$ cat src/rtl/core/pidsr_pkg.sv
// ----------------------------------------------------------------------------
// pidsr_pkg
// Register map and fixed field widths of the PID speed regulator.
// ----------------------------------------------------------------------------
package pidsr_pkg;

  // Configuration port
  localparam int CFG_IDX_W  = 3;
  localparam int CFG_DATA_W = 20;

  // Register indexes
  localparam logic [CFG_IDX_W-1:0] REG_GOAL        = 3'd0;
  localparam logic [CFG_IDX_W-1:0] REG_ERR_THRESH  = 3'd1;
  localparam logic [CFG_IDX_W-1:0] REG_MAX_INTEG   = 3'd2;
  localparam logic [CFG_IDX_W-1:0] REG_KP          = 3'd3;
  localparam logic [CFG_IDX_W-1:0] REG_KI          = 3'd4;
  localparam logic [CFG_IDX_W-1:0] REG_KD          = 3'd5;
  localparam logic [CFG_IDX_W-1:0] REG_SPEED_LIMIT = 3'd6;
  localparam logic [CFG_IDX_W-1:0] REG_MIN_SPEED   = 3'd7;

  // Register widths
  localparam int GOAL_W   = 13;
  localparam int THRESH_W = 13;
  localparam int MAXI_W   = 20;
  localparam int GAIN_W   = 16;
  localparam int SPEED_W  = 15;

  // Stream fields
  localparam int SAMPLE_W = 16;
  localparam int OUT_W    = 16;

  // Accumulated error, signed
  localparam int INTEG_W = 21;

  // Register reset values
  localparam logic [MAXI_W-1:0]  MAXI_RST  = 20'd4096;
  localparam logic [GAIN_W-1:0]  KP_RST    = 16'd256;
  localparam logic [SPEED_W-1:0] LIMIT_RST = 15'd1100;

endpackage

$ cat src/rtl/core/pid_speed_regulator.sv
// ----------------------------------------------------------------------------
// pid_speed_regulator
// Decimating PID speed regulator with deadband, integral clamp, output limit
// and minimum output magnitude.
// ----------------------------------------------------------------------------
// Takes one request per clock unless the output stalls; requests pass the
// input register, error/integral stage, multiply stage and sum/limit stage
// with the output register. The decimation count, integral add and clamp
// and previous error close their loops in the error stage, so samples may
// follow each other in consecutive cycles. A halt request yields speed 0
// and leaves the state alone; of the other samples only one in DECIMATION
// yields a result, the rest are absorbed. The user must write registers via
// the cfg_ port only while no request is in flight, which is not enforced.
module pid_speed_regulator #(
  parameter int DECIMATION     = 4,
  parameter int INPUT_SHIFT    = 3,
  parameter int GAIN_FRAC_BITS = 8
) (
  input  logic                               clk,
  input  logic                               rst_n,
  // configuration
  input  logic                               cfg_wr_en,
  input  logic [pidsr_pkg::CFG_IDX_W-1:0]    cfg_index,
  input  logic [pidsr_pkg::CFG_DATA_W-1:0]   cfg_data,
  // input stream
  input  logic                               in_tvalid,
  output logic                               in_tready,
  input  logic [pidsr_pkg::SAMPLE_W-1:0]     in_tdata,   // [15:0] acc_sample
  input  logic                               in_tuser,   // [0] halt
  // result stream
  output logic                               out_tvalid,
  input  logic                               out_tready,
  output logic [pidsr_pkg::OUT_W-1:0]        out_tdata,  // [15:0] speed
  output logic                               out_tuser   // [0] at_rest
);
  import pidsr_pkg::*;

  localparam int CNT_W  = (DECIMATION > 1) ? $clog2(DECIMATION) : 1;
  localparam int SCL_W  = SAMPLE_W - INPUT_SHIFT;
  localparam int ERR_W  = ((SCL_W > GOAL_W) ? SCL_W : GOAL_W) + 1;
  localparam int DIFF_W = ERR_W + 1;
  localparam int MAG_W  = (ERR_W > THRESH_W) ? ERR_W : THRESH_W;
  localparam int ISUM_W = INTEG_W + 1;
  localparam int PKP_W  = GAIN_W + ERR_W;
  localparam int PKI_W  = GAIN_W + INTEG_W;
  localparam int PKD_W  = GAIN_W + DIFF_W;
  localparam int ACC_W  = PKI_W + 2;
  localparam logic [CNT_W-1:0] CNT_LAST = CNT_W'(DECIMATION - 1);
  localparam logic [SAMPLE_W-1:0] IN_BIAS = SAMPLE_W'((32'd1 << INPUT_SHIFT) - 1);
  localparam logic [ACC_W-1:0] ACC_BIAS = ACC_W'((64'd1 << GAIN_FRAC_BITS) - 1);

  // configuration registers
  logic signed [GOAL_W-1:0]  goal_r;
  logic [THRESH_W-1:0]       thresh_r;
  logic [MAXI_W-1:0]         maxi_r;
  logic signed [GAIN_W-1:0]  kp_r, ki_r, kd_r;
  logic [SPEED_W-1:0]        limit_r, min_r;

  // regulator state
  logic [CNT_W-1:0]          cnt_r, cnt_nxt;
  logic signed [INTEG_W-1:0] integ_r, integ_nxt;
  logic signed [ERR_W-1:0]   last_r, last_nxt;

  // input register
  logic                      a_v_r;
  logic signed [SAMPLE_W-1:0] a_smp_r;
  logic                      a_halt_r;

  // error stage
  logic                      b_v_r, b_zero_r;
  logic signed [ERR_W-1:0]   b_err_r;
  logic signed [INTEG_W-1:0] b_int_r;
  logic signed [DIFF_W-1:0]  b_diff_r;

  // multiply stage
  logic                      c_v_r, c_zero_r;
  logic signed [PKP_W-1:0]   c_pkp_r;
  logic signed [PKI_W-1:0]   c_pki_r;
  logic signed [PKD_W-1:0]   c_pkd_r;

  // output register
  logic                      out_v_r, rest_r;
  logic [OUT_W-1:0]          speed_r;

  // flow control, bubbles collapse
  logic out_free, c_free, b_free, a_skip, a_pass, a_go;

  assign out_free  = !out_v_r || out_tready;
  assign c_free    = !c_v_r || out_free;
  assign b_free    = !b_v_r || c_free;
  assign a_skip    = !a_halt_r && (cnt_r != CNT_LAST);
  assign a_pass    = !a_skip;
  assign a_go      = a_v_r && (a_skip || b_free);
  assign in_tready = !a_v_r || a_go;

  // write configuration registers
  always_ff @(posedge clk) begin
    if (!rst_n) begin
      goal_r   <= '0;
      thresh_r <= '0;
      maxi_r   <= MAXI_RST;
      kp_r     <= KP_RST;
      ki_r     <= '0;
      kd_r     <= '0;
      limit_r  <= LIMIT_RST;
      min_r    <= '0;
    end else if (cfg_wr_en) begin
      case (cfg_index)
        REG_GOAL:        goal_r   <= cfg_data[GOAL_W-1:0];
        REG_ERR_THRESH:  thresh_r <= cfg_data[THRESH_W-1:0];
        REG_MAX_INTEG:   maxi_r   <= cfg_data[MAXI_W-1:0];
        REG_KP:          kp_r     <= cfg_data[GAIN_W-1:0];
        REG_KI:          ki_r     <= cfg_data[GAIN_W-1:0];
        REG_KD:          kd_r     <= cfg_data[GAIN_W-1:0];
        REG_SPEED_LIMIT: limit_r  <= cfg_data[SPEED_W-1:0];
        REG_MIN_SPEED:   min_r    <= cfg_data[SPEED_W-1:0];
        default: ;
      endcase
    end
  end

  // capture the request
  always_ff @(posedge clk) begin
    if (!rst_n) begin
      a_v_r <= 1'b0;
    end else if (in_tready) begin
      a_v_r <= in_tvalid;
    end
  end

  always_ff @(posedge clk) begin
    if (in_tready && in_tvalid) begin
      a_smp_r  <= in_tdata;
      a_halt_r <= in_tuser;
    end
  end

  // scale the sample, form the error, update the integral
  logic signed [SAMPLE_W-1:0] smp_biased;
  logic signed [SAMPLE_W-1:0] smp_shift;
  logic signed [SCL_W-1:0]    scaled;
  logic signed [ERR_W-1:0]    err;
  logic [ERR_W-1:0]           err_mag;
  logic                       in_dead;
  logic signed [ISUM_W-1:0]   isum, imax_pos, imax_neg, iclamp;
  logic signed [DIFF_W-1:0]   diff;

  always_comb begin
    smp_biased = a_smp_r + (a_smp_r[SAMPLE_W-1] ? IN_BIAS : '0);
    smp_shift  = smp_biased >>> INPUT_SHIFT;
    scaled     = smp_shift[SCL_W-1:0];
    err        = ERR_W'(scaled) - ERR_W'(goal_r);
    err_mag    = err[ERR_W-1] ? ERR_W'(-err) : err;
    in_dead    = MAG_W'(err_mag) < MAG_W'(thresh_r);

    imax_pos = $signed({{(ISUM_W-MAXI_W){1'b0}}, maxi_r});
    imax_neg = -imax_pos;
    isum     = ISUM_W'(integ_r) + ISUM_W'(err);
    if (isum > imax_pos) begin
      iclamp = imax_pos;
    end else if (isum < imax_neg) begin
      iclamp = imax_neg;
    end else begin
      iclamp = isum;
    end
    diff = DIFF_W'(err) - DIFF_W'(last_r);

    // hold state unless a sample is absorbed or used
    cnt_nxt   = cnt_r;
    integ_nxt = integ_r;
    last_nxt  = last_r;
    if (a_go && !a_halt_r) begin
      if (a_skip) begin
        cnt_nxt = cnt_r + 1'b1;
      end else begin
        cnt_nxt = '0;
        if (in_dead) begin
          integ_nxt = '0;
          last_nxt  = '0;
        end else begin
          integ_nxt = iclamp[INTEG_W-1:0];
          last_nxt  = err;
        end
      end
    end
  end

  always_ff @(posedge clk) begin
    if (!rst_n) begin
      cnt_r   <= '0;
      integ_r <= '0;
      last_r  <= '0;
    end else begin
      cnt_r   <= cnt_nxt;
      integ_r <= integ_nxt;
      last_r  <= last_nxt;
    end
  end

  // error stage register
  always_ff @(posedge clk) begin
    if (!rst_n) begin
      b_v_r <= 1'b0;
    end else if (b_free) begin
      b_v_r <= a_v_r && a_pass;
    end
  end

  always_ff @(posedge clk) begin
    if (b_free && a_v_r && a_pass) begin
      b_zero_r <= a_halt_r || in_dead;
      b_err_r  <= err;
      b_int_r  <= iclamp[INTEG_W-1:0];
      b_diff_r <= diff;
    end
  end

  // multiply by the gains
  always_ff @(posedge clk) begin
    if (!rst_n) begin
      c_v_r <= 1'b0;
    end else if (c_free) begin
      c_v_r <= b_v_r;
    end
  end

  always_ff @(posedge clk) begin
    if (c_free && b_v_r) begin
      c_zero_r <= b_zero_r;
      c_pkp_r  <= kp_r * b_err_r;
      c_pki_r  <= ki_r * b_int_r;
      c_pkd_r  <= kd_r * b_diff_r;
    end
  end

  // sum, drop fraction toward zero, limit, apply minimum, zero on halt or deadband
  logic signed [ACC_W-1:0] acc, acc_biased, s_trunc, s_lim;
  logic signed [ACC_W-1:0] lim_pos, lim_neg, min_pos, min_neg;

  always_comb begin
    acc        = ACC_W'(c_pkp_r) + ACC_W'(c_pki_r) + ACC_W'(c_pkd_r);
    acc_biased = acc + (acc[ACC_W-1] ? ACC_BIAS : '0);
    s_trunc    = acc_biased >>> GAIN_FRAC_BITS;
    lim_pos    = $signed({{(ACC_W-SPEED_W){1'b0}}, limit_r});
    lim_neg    = -lim_pos;
    min_pos    = $signed({{(ACC_W-SPEED_W){1'b0}}, min_r});
    min_neg    = -min_pos;
    if (s_trunc < lim_neg) begin
      s_lim = lim_neg;
    end else if (s_trunc > lim_pos) begin
      s_lim = lim_pos;
    end else if (s_trunc > 0 && s_trunc < min_pos) begin
      s_lim = min_pos;
    end else if (s_trunc < 0 && s_trunc > min_neg) begin
      s_lim = min_neg;
    end else begin
      s_lim = s_trunc;
    end
    if (c_zero_r) begin
      s_lim = '0;
    end
  end

  // output register
  always_ff @(posedge clk) begin
    if (!rst_n) begin
      out_v_r <= 1'b0;
    end else if (out_free) begin
      out_v_r <= c_v_r;
    end
  end

  always_ff @(posedge clk) begin
    if (out_free && c_v_r) begin
      speed_r <= s_lim[OUT_W-1:0];
      rest_r  <= (s_lim == '0);
    end
  end

  assign out_tvalid = out_v_r;
  assign out_tdata  = speed_r;
  assign out_tuser  = rest_r;

  // checks
  a_rest_flag: assert property (@(posedge clk) disable iff (!rst_n)
    out_v_r |-> (rest_r == (speed_r == '0)))
    else $error("at_rest does not match speed");

  a_halt_keeps: assert property (@(posedge clk) disable iff (!rst_n)
    (a_go && a_halt_r) |=> (cnt_r == $past(cnt_r) && integ_r == $past(integ_r)
                            && last_r == $past(last_r)))
    else $error("halt changed regulator state");

  a_cnt_range: assert property (@(posedge clk) disable iff (!rst_n)
    cnt_r <= CNT_LAST)
    else $error("decimation count out of range");

  a_integ_bound: assert property (@(posedge clk) disable iff (!rst_n)
    (a_go && a_pass && !a_halt_r) |=>
      ((integ_r[INTEG_W-1] ? -ISUM_W'(integ_r) : ISUM_W'(integ_r))
         <= $signed({{(ISUM_W-MAXI_W){1'b0}}, $past(maxi_r)})))
    else $error("integral exceeds clamp");

  a_skip_silent: assert property (@(posedge clk) disable iff (!rst_n)
    (a_go && a_skip && b_free) |=> !b_v_r)
    else $error("absorbed sample produced a result");

endmodule

$ cat config.mk
export PLATFORM = sky130hd
export DESIGN_NAME = pid_speed_regulator
export DESIGN_NICKNAME = d
export VERILOG_FILES = /design/src/rtl/core/pidsr_pkg.sv /design/src/rtl/core/pid_speed_regulator.sv
export SDC_FILE = /design/constraint.sdc
export NUM_CORES = 2
export LEC_CHECK = 0
export BUFFER_PORTS_ARGS = -buffer_cell sky130_fd_sc_hd__buf_4
export CAP_MARGIN = 5
export CELL_PAD_IN_SITES_DETAIL_PLACEMENT = 0
export CELL_PAD_IN_SITES_GLOBAL_PLACEMENT = 1
export CORE_UTILIZATION = 40
export DETAILED_ROUTE_END_ITERATION = 10
export GPL_ROUTABILITY_DRIVEN = 0
export PLACE_DENSITY_LB_ADDON = 0.1
export SLEW_MARGIN = 25
export SYNTH_ARGS = -nofsm -noshare
export SYNTH_HDL_FRONTEND = slang
export SYNTH_SLANG_ARGS = --single-unit
$ cat constraint.sdc
create_clock -name clk -period 14.7 [get_ports clk]
set_clock_uncertainty 0.1 [all_clocks]
set_input_delay 0.735 -clock clk [delete_from_list [all_inputs] [get_ports clk]]
set_output_delay 0.735 -clock clk [all_outputs]
set_load 0.1 [all_outputs]
# Word-level counts from Yosys, hierarchy flattened
# Index checks and enable logic that the tools add are counted.
[op_classes] n_addsub=12 mul=3 order_cmp=9 eq_ne=8 n_mux=13 n_bitwise=1 n_reduce_logical=34
[ops] operator="39-bit 2-to-1 mux" count=5
[ops] operator="15-bit negator with 39-bit output" count=2
[ops] operator="21-bit 2-to-1 mux" count=3
[ops] operator="38-bit by 31-bit adder with 39-bit output" count=1
[ops] operator="39-bit by 8-bit adder with 39-bit output" count=1
[ops] operator="31-bit by 39-bit greater-than comparator with 1-bit output" count=1
[ops] operator="39-bit zero test" count=1
[ops] operator="31-bit by 39-bit < comparator with 1-bit output" count=1
[ops] operator="30-bit by 37-bit adder with 38-bit output" count=1
[ops] operator="16-bit by 21-bit multiplier with 37-bit output" count=1
[ops] operator="31-bit by 1-bit greater-than comparator with 1-bit output (second input constant)" count=1
[ops] operator="31-bit by 16-bit greater-than comparator with 1-bit output" count=1
[ops] operator="31-bit by 1-bit < comparator with 1-bit output (second input constant)" count=1
[ops] operator="31-bit by 16-bit < comparator with 1-bit output" count=1
[ops] operator="16-bit by 15-bit multiplier with 31-bit output" count=1
[ops] operator="16-bit by 14-bit multiplier with 30-bit output" count=1
[ops] operator="14-bit 2-to-1 mux" count=2
[ops] operator="21-bit by 14-bit adder with 22-bit output" count=1
[ops] operator="22-bit by 21-bit greater-than comparator with 1-bit output" count=1
[ops] operator="22-bit < comparator" count=1
[ops] operator="20-bit negator with 22-bit output" count=1
[ops] operator="2-bit AND reduction" count=9
[ops] operator="16-bit by 3-bit adder with 16-bit output" count=1
[ops] operator="14-bit by 14-bit subtractor with 15-bit output" count=1
[ops] operator="16 further kinds" count=40
[totals] register_bits=349 in_bits=45 out_inout_bits=19 word_cells=107

# Logic depth before layout (Yosys ltp)
[depth] depth_word=12 ltp_mapped=41 mapped_depth_nobuf=39

# Least setup slack after synthesis
# Ideal clock, no wire load.
[synth_timing] kind="reg2reg" start="register out_v_r, in the netlist out_tvalid" end="register c_pkd_r[0], enable pin" setup_ns=0.708 arrival_time_ns=8.153 required_time_ns=13.892 setup_slack_ns=5.739 stages_incl_launch_ff=3 n_path_buf=0 period_less_slack_ns=8.961 cell_sequence="dfxtp_1 > nor2b_1 > a21boi_0"
[synth_between] elab_chain_cells=4
[synth_lines] element="start, declared" line="pid_speed_regulator.sv:82" source="logic out_v_r, rest_r;"
[synth_lines] element="start signal, assigned" line="pid_speed_regulator.sv:269" source="out_v_r <= c_v_r;"
[synth_lines] element="1-bit zero test" line="pid_speed_regulator.sv:88" source="assign out_free = !out_v_r || out_tready;"
[synth_lines] element="1-bit logical OR" line="pid_speed_regulator.sv:88"
[synth_lines] element="1-bit logical OR" line="pid_speed_regulator.sv:89" source="assign c_free = !c_v_r || out_free;"
[synth_lines] element="1-bit logical AND" line="pid_speed_regulator.sv:228" source="if (c_free && b_v_r) begin"
[synth_lines] element="end signal, assigned" line="pid_speed_regulator.sv:232" source="c_pkd_r <= kd_r * b_diff_r;"
[synth_lines] element="end, declared" line="pid_speed_regulator.sv:79" source="logic signed [PKD_W-1:0] c_pkd_r;"
# No other way between the ends.
# A chain may end at the register's enable or synchronous reset.

# Worst setup path after layout
[layout_timing] start="register c_pkp_r[11]" end="register rest_r, in the netlist out_tuser (data pin)"
[layout_between] elab_chain_cells=12 word_cells_on_any_way=18 classes_between="add/sub: 3; order compare: 6; mux: 6; reduce/logical: 3"
[layout_lines] element="start, declared" line="pid_speed_regulator.sv:77" source="logic signed [PKP_W-1:0] c_pkp_r;"
[layout_lines] element="start signal, assigned" line="pid_speed_regulator.sv:230" source="c_pkp_r <= kp_r * b_err_r;"
[layout_lines] element="30-bit by 37-bit adder with 38-bit output (*)" line="pid_speed_regulator.sv:241" source="acc = ACC_W'(c_pkp_r) + ACC_W'(c_pki_r) + ACC_W'(c_pkd_r);"
[layout_lines] element="38-bit by 31-bit adder with 39-bit output (*)" line="pid_speed_regulator.sv:241"
[layout_lines] element="8-bit 2-to-1 mux" line="pid_speed_regulator.sv:242" source="acc_biased = acc + (acc[ACC_W-1] ? ACC_BIAS : '0);"
[layout_lines] element="39-bit by 8-bit adder with 39-bit output (*)" line="pid_speed_regulator.sv:242"
[layout_lines] element="31-bit by 39-bit greater-than comparator with 1-bit output or 31-bit by 1-bit < comparator with 1-bit output (tied branches)" line="pid_speed_regulator.sv:254" source="end else if (s_trunc < 0 && s_trunc > min_neg) begin"
[layout_lines] element="1-bit logical AND" line="pid_speed_regulator.sv:254"
[layout_lines] element="39-bit 2-to-1 mux" line="pid_speed_regulator.sv:254"
[layout_lines] element="39-bit 2-to-1 mux" line="pid_speed_regulator.sv:252" source="end else if (s_trunc > 0 && s_trunc < min_pos) begin"
[layout_lines] element="39-bit 2-to-1 mux" line="pid_speed_regulator.sv:250" source="end else if (s_trunc > lim_pos) begin"
[layout_lines] element="39-bit 2-to-1 mux (*)" line="pid_speed_regulator.sv:248" source="if (s_trunc < lim_neg) begin"
[layout_lines] element="39-bit 2-to-1 mux (*)" line="pid_speed_regulator.sv:259" source="if (c_zero_r) begin"
[layout_lines] element="net s_lim[9]" line="pid_speed_regulator.sv:237" source="logic signed [ACC_W-1:0] acc, acc_biased, s_trunc, s_lim;"
[layout_lines] element="39-bit zero test (*)" line="pid_speed_regulator.sv:276" source="rest_r <= (s_lim == '0);"
[layout_lines] element="end signal, assigned" line="pid_speed_regulator.sv:276"
[layout_lines] element="end, declared" line="pid_speed_regulator.sv:82"
# The timed path passes the listed nets; every way through them passes the cells marked *.

==> summary.txt <==
Global routing
  • Global routing usage on met1: 35.5%
  • First-pass GRT wire length: roughly 250 mm
  • Global route total overflow: 0
  • Met2 usage: ~38%
  • GR peak layer: met2
  • GRT Resource Usage Total: roughly a quarter
  • Vias in the first global route: between 40000 and 50000
  • Initial antenna violation count: 15
  • Largest net degree at the start of global routing: a little under 80
  • Met3 Usage GRT: 2.18%

Timing
  • Fin worst setup slack: 4.24 ns
  • Slew @ Worst Pin: between 1 and 1.5 ns
  • Max Slew Vio Count: 0
  • Final Cycle Share: a little under three quarters
  • Max frequency: between 0.09 and 0.1 GHz
  • Setup violators final: 0
  • Unrepaired setup endpoints after global routing: false
  • Crit path time final: roughly 10 ns
  • Slew HR: a little over a quarter
  • Hold Vio Cnt, Final: 0
  • Fin Setup TNS: 0 ns

Run
  • Max_cap viols: 0

Final layout
  • Area grow syn2layout: 6.83%
  • Share of cells above drive strength 1: 4.51%
  • Final design utilization: between 40 and 50%
  • Final std cell area, no fill: about 57000 µm²
  • # nets final: between 7000 and 8000

Drt
  • Initial DRC count: 2535
  • Routed Antenna Nets: 0
  • Routed vias: ~39000
  • # DRC: 0
  • Routed len/inst: between 20 and 25 µm
  • Avg Vias per Cell: roughly 5.2
  • Drt pass-1 iters: 6
  • Final wirelength: ~160 mm

Clock network
  • Setup Fix Bufs, Post-CTS: 0
  • Clk buf depth: 3
  • Inserted Clock Buffers: 40
  • Worst-path clk slew: roughly 0.060 ns
  • Clock latency on the worst-skew pair: slightly below 0.6 ns
  • # clock sinks: 349
  • CTS tree: done
  • Cts hold-fix bufs: 0
  • Post_cts resized: 0
  • Clk root buf: clkbuf_16
  • CTS H-tree lvls: 2

Synth
  • Gate Count Post-Synth: between 5000 and 6000
  • Ys Warns: 0
  • Post-synth top area share: a little under a third
  • Post-synth EDFFs: roughly 180
  • Synth cell count leaders: inv_1 (960), fa_1 (827), nand2_1 (825), ha_1 (495), and2_1 (325)
  • Most frequent cell after synthesis: inv_1
  • Main synth FF type: edfxtp_1
  • Sequential area share after synthesis: 16.5%
  • Syn Std Cell Area: ~53000 µm²
  • Synth unique cells: between 90 and 100
  • Asr flop ratio synth: 0%
  • Synth Net Count: 7206
  • Synth top area cells: fa_1 (31%), ha_1 (12%), edfxtp_1 (10%)
  • Yosys top cell by area: fa_1
  • Number of synthesized register bits: roughly 350
  • Syn_area_per_cell: a little over 9 µm²

Critical path
  • CP max-delay cell: a32o_1
  • Crit path largest cell delay: 0.84 ns
  • Startpoint Class: register
  • CP arrival: roughly 11 ns
  • CP Data Required Time: ~15 ns
  • Crit path capture type: register
  • Crit Path Max Fanout: 23
  • Crit Path Class: register to register

Run status
  • Status: completed

Power
  • Peak supply drop: 0.0846 mV
  • Leak: around 25 nW
  • PwrDens: about 80 nW/µm²

Place
  • Worst slack, placed: 4.31 ns
  • I/O Buffers: 63
  • Post-DP HPWL: approximately 130 mm
  • Post-DP Area: around 56000 µm²

Floorplanning
  • Core ar.: ~130000 µm²
  • Total die area: approximately 130000 µm²
  • Top-level I/O count: 64
  • Starting density of the core: 40.4%
  • Die Width: ~370 µm
  • Die height: between 300 and 400 µm
  • Rows: 133

Min path
  • Hold crit path type: primary input to register
## per-stage QoR
step	std cells	power, W	hold WS [ns]
3_5_place_dp	7497	0.00349	0.359
6_report	7572	0.00448	0.230
5_1_grt	7570	0.00480	0.204
4_1_cts	7570	0.00453	0.194
3_3_place_gp	7497	0.00349	0.352
2_1_floorplan	5839	0.00269	0.300
## cell usage in the layout (no fill, tap or decap), types with 30 or more instances in the layout
cell | Yosys | final
inv_1 | 960 | 960
fa_1 | 827 | 827
nand2_1 | 825 | 825
ha_1 | 495 | 495
and2_1 | 325 | 324
nor2_1 | 220 | 216
xnor2_1 | 214 | 213
a21oi_1 | 197 | 197
edfxtp_1 | 184 | 184
dfxtp_1 | 165 | 165
a21boi_0 | 145 | 144
o21ai_0 | 126 | 126
buf_4 | 13 | 125
nand3_1 | 87 | 86
nand2b_1 | 83 | 83
nor3_1 | 79 | 78
a21o_1 | 55 | 55
xor2_1 | 54 | 54
o21bai_1 | 48 | 48
o21a_1 | 46 | 46
nor2b_1 | 47 | 45
clkbuf_16 | 0 | 42
nand4_1 | 37 | 37
or3_1 | 32 | 32
and3_1 | 31 | 30
## sequential cells by signal (all words and copies together) (netlist names), 16 cells and up
name and flops:
c_pkd_r 31, b_int_r 21, c_pki_r 37, maxi_r 20
kd_r 16, out_tdata 16, c_pkp_r 30, ki_r 16
kp_r 16, integ_r 21, a_smp_r 16
## critical path: cells and delay by family, from the launching register on
kind	cells	cell delay, ns
simple gates	19	4.01
buf+inv	1	0.28
xor+xnor	1	0.24
compound gates	13	3.51
flops	1	0.40
fa+ha+maj	4	1.70
## where the power goes
part | switching (W) | leakage [nW] | internal [W] | total (W)
Clock | 0.000426 | 0.637 | 0.000589 | 0.00101
Combinational | 0.00145 | 20.9 | 0.000836 | 0.00228
Sequential | 0.0000804 | 3.00 | 0.00110 | 0.00118
Total | 0.00195 | 24.6 | 0.00253 | 0.00448
## logic make-up (layout without fill, tap and decap cells)
logic type | count (synthesis) | after routing | synth area share, %
AND/OR/NAND/NOR | 1852 | 1852 | 16.7
adder cells (fa/ha/maj) | 1322 | 1322 | 42.6
buffers and inverters | 1186 | 1162 | 8.48
AO/OA/AOI/OAI | 840 | 840 | 10.8
flip-flops | 349 | 349 | 16.5
XOR/XNOR | 269 | 269 | 4.43
multiplexers | 21 | 21 | 0.406
other | 0 | 2 | 0
## final timing paths
kind	cells past startpoint	start	end	slack [ns]
hold / removal	1	in_tdata[4]	a_smp_r[4]	0.23
setup reg to reg	38	c_pkp_r[11]	out_tuser	4.24
setup / recovery	38	c_pkp_r[11]	out_tuser	4.24
hold reg to reg	2	goal_r[7]	goal_r[7]	0.36
## final cells by class
cell class                 count  area, µm²
fill                       13100      75000
multi-input combinational   4304      40100
sequential                   349       8830
inverter                     964       3620
tap                         1755       2200
clock buffer                  52       1110
timing repair buffer         125        938
clock inverter                21        205
antenna                        2       5.00
## routing by layer
layer  vias to the layer above  wire length [µm]
li1                      18600                 -
met1                     19700             78600
met2                       705             71700
met3                       120              5770
met4                         4              2080
met5                         -                27
Power figures use the tool's default switching activity.
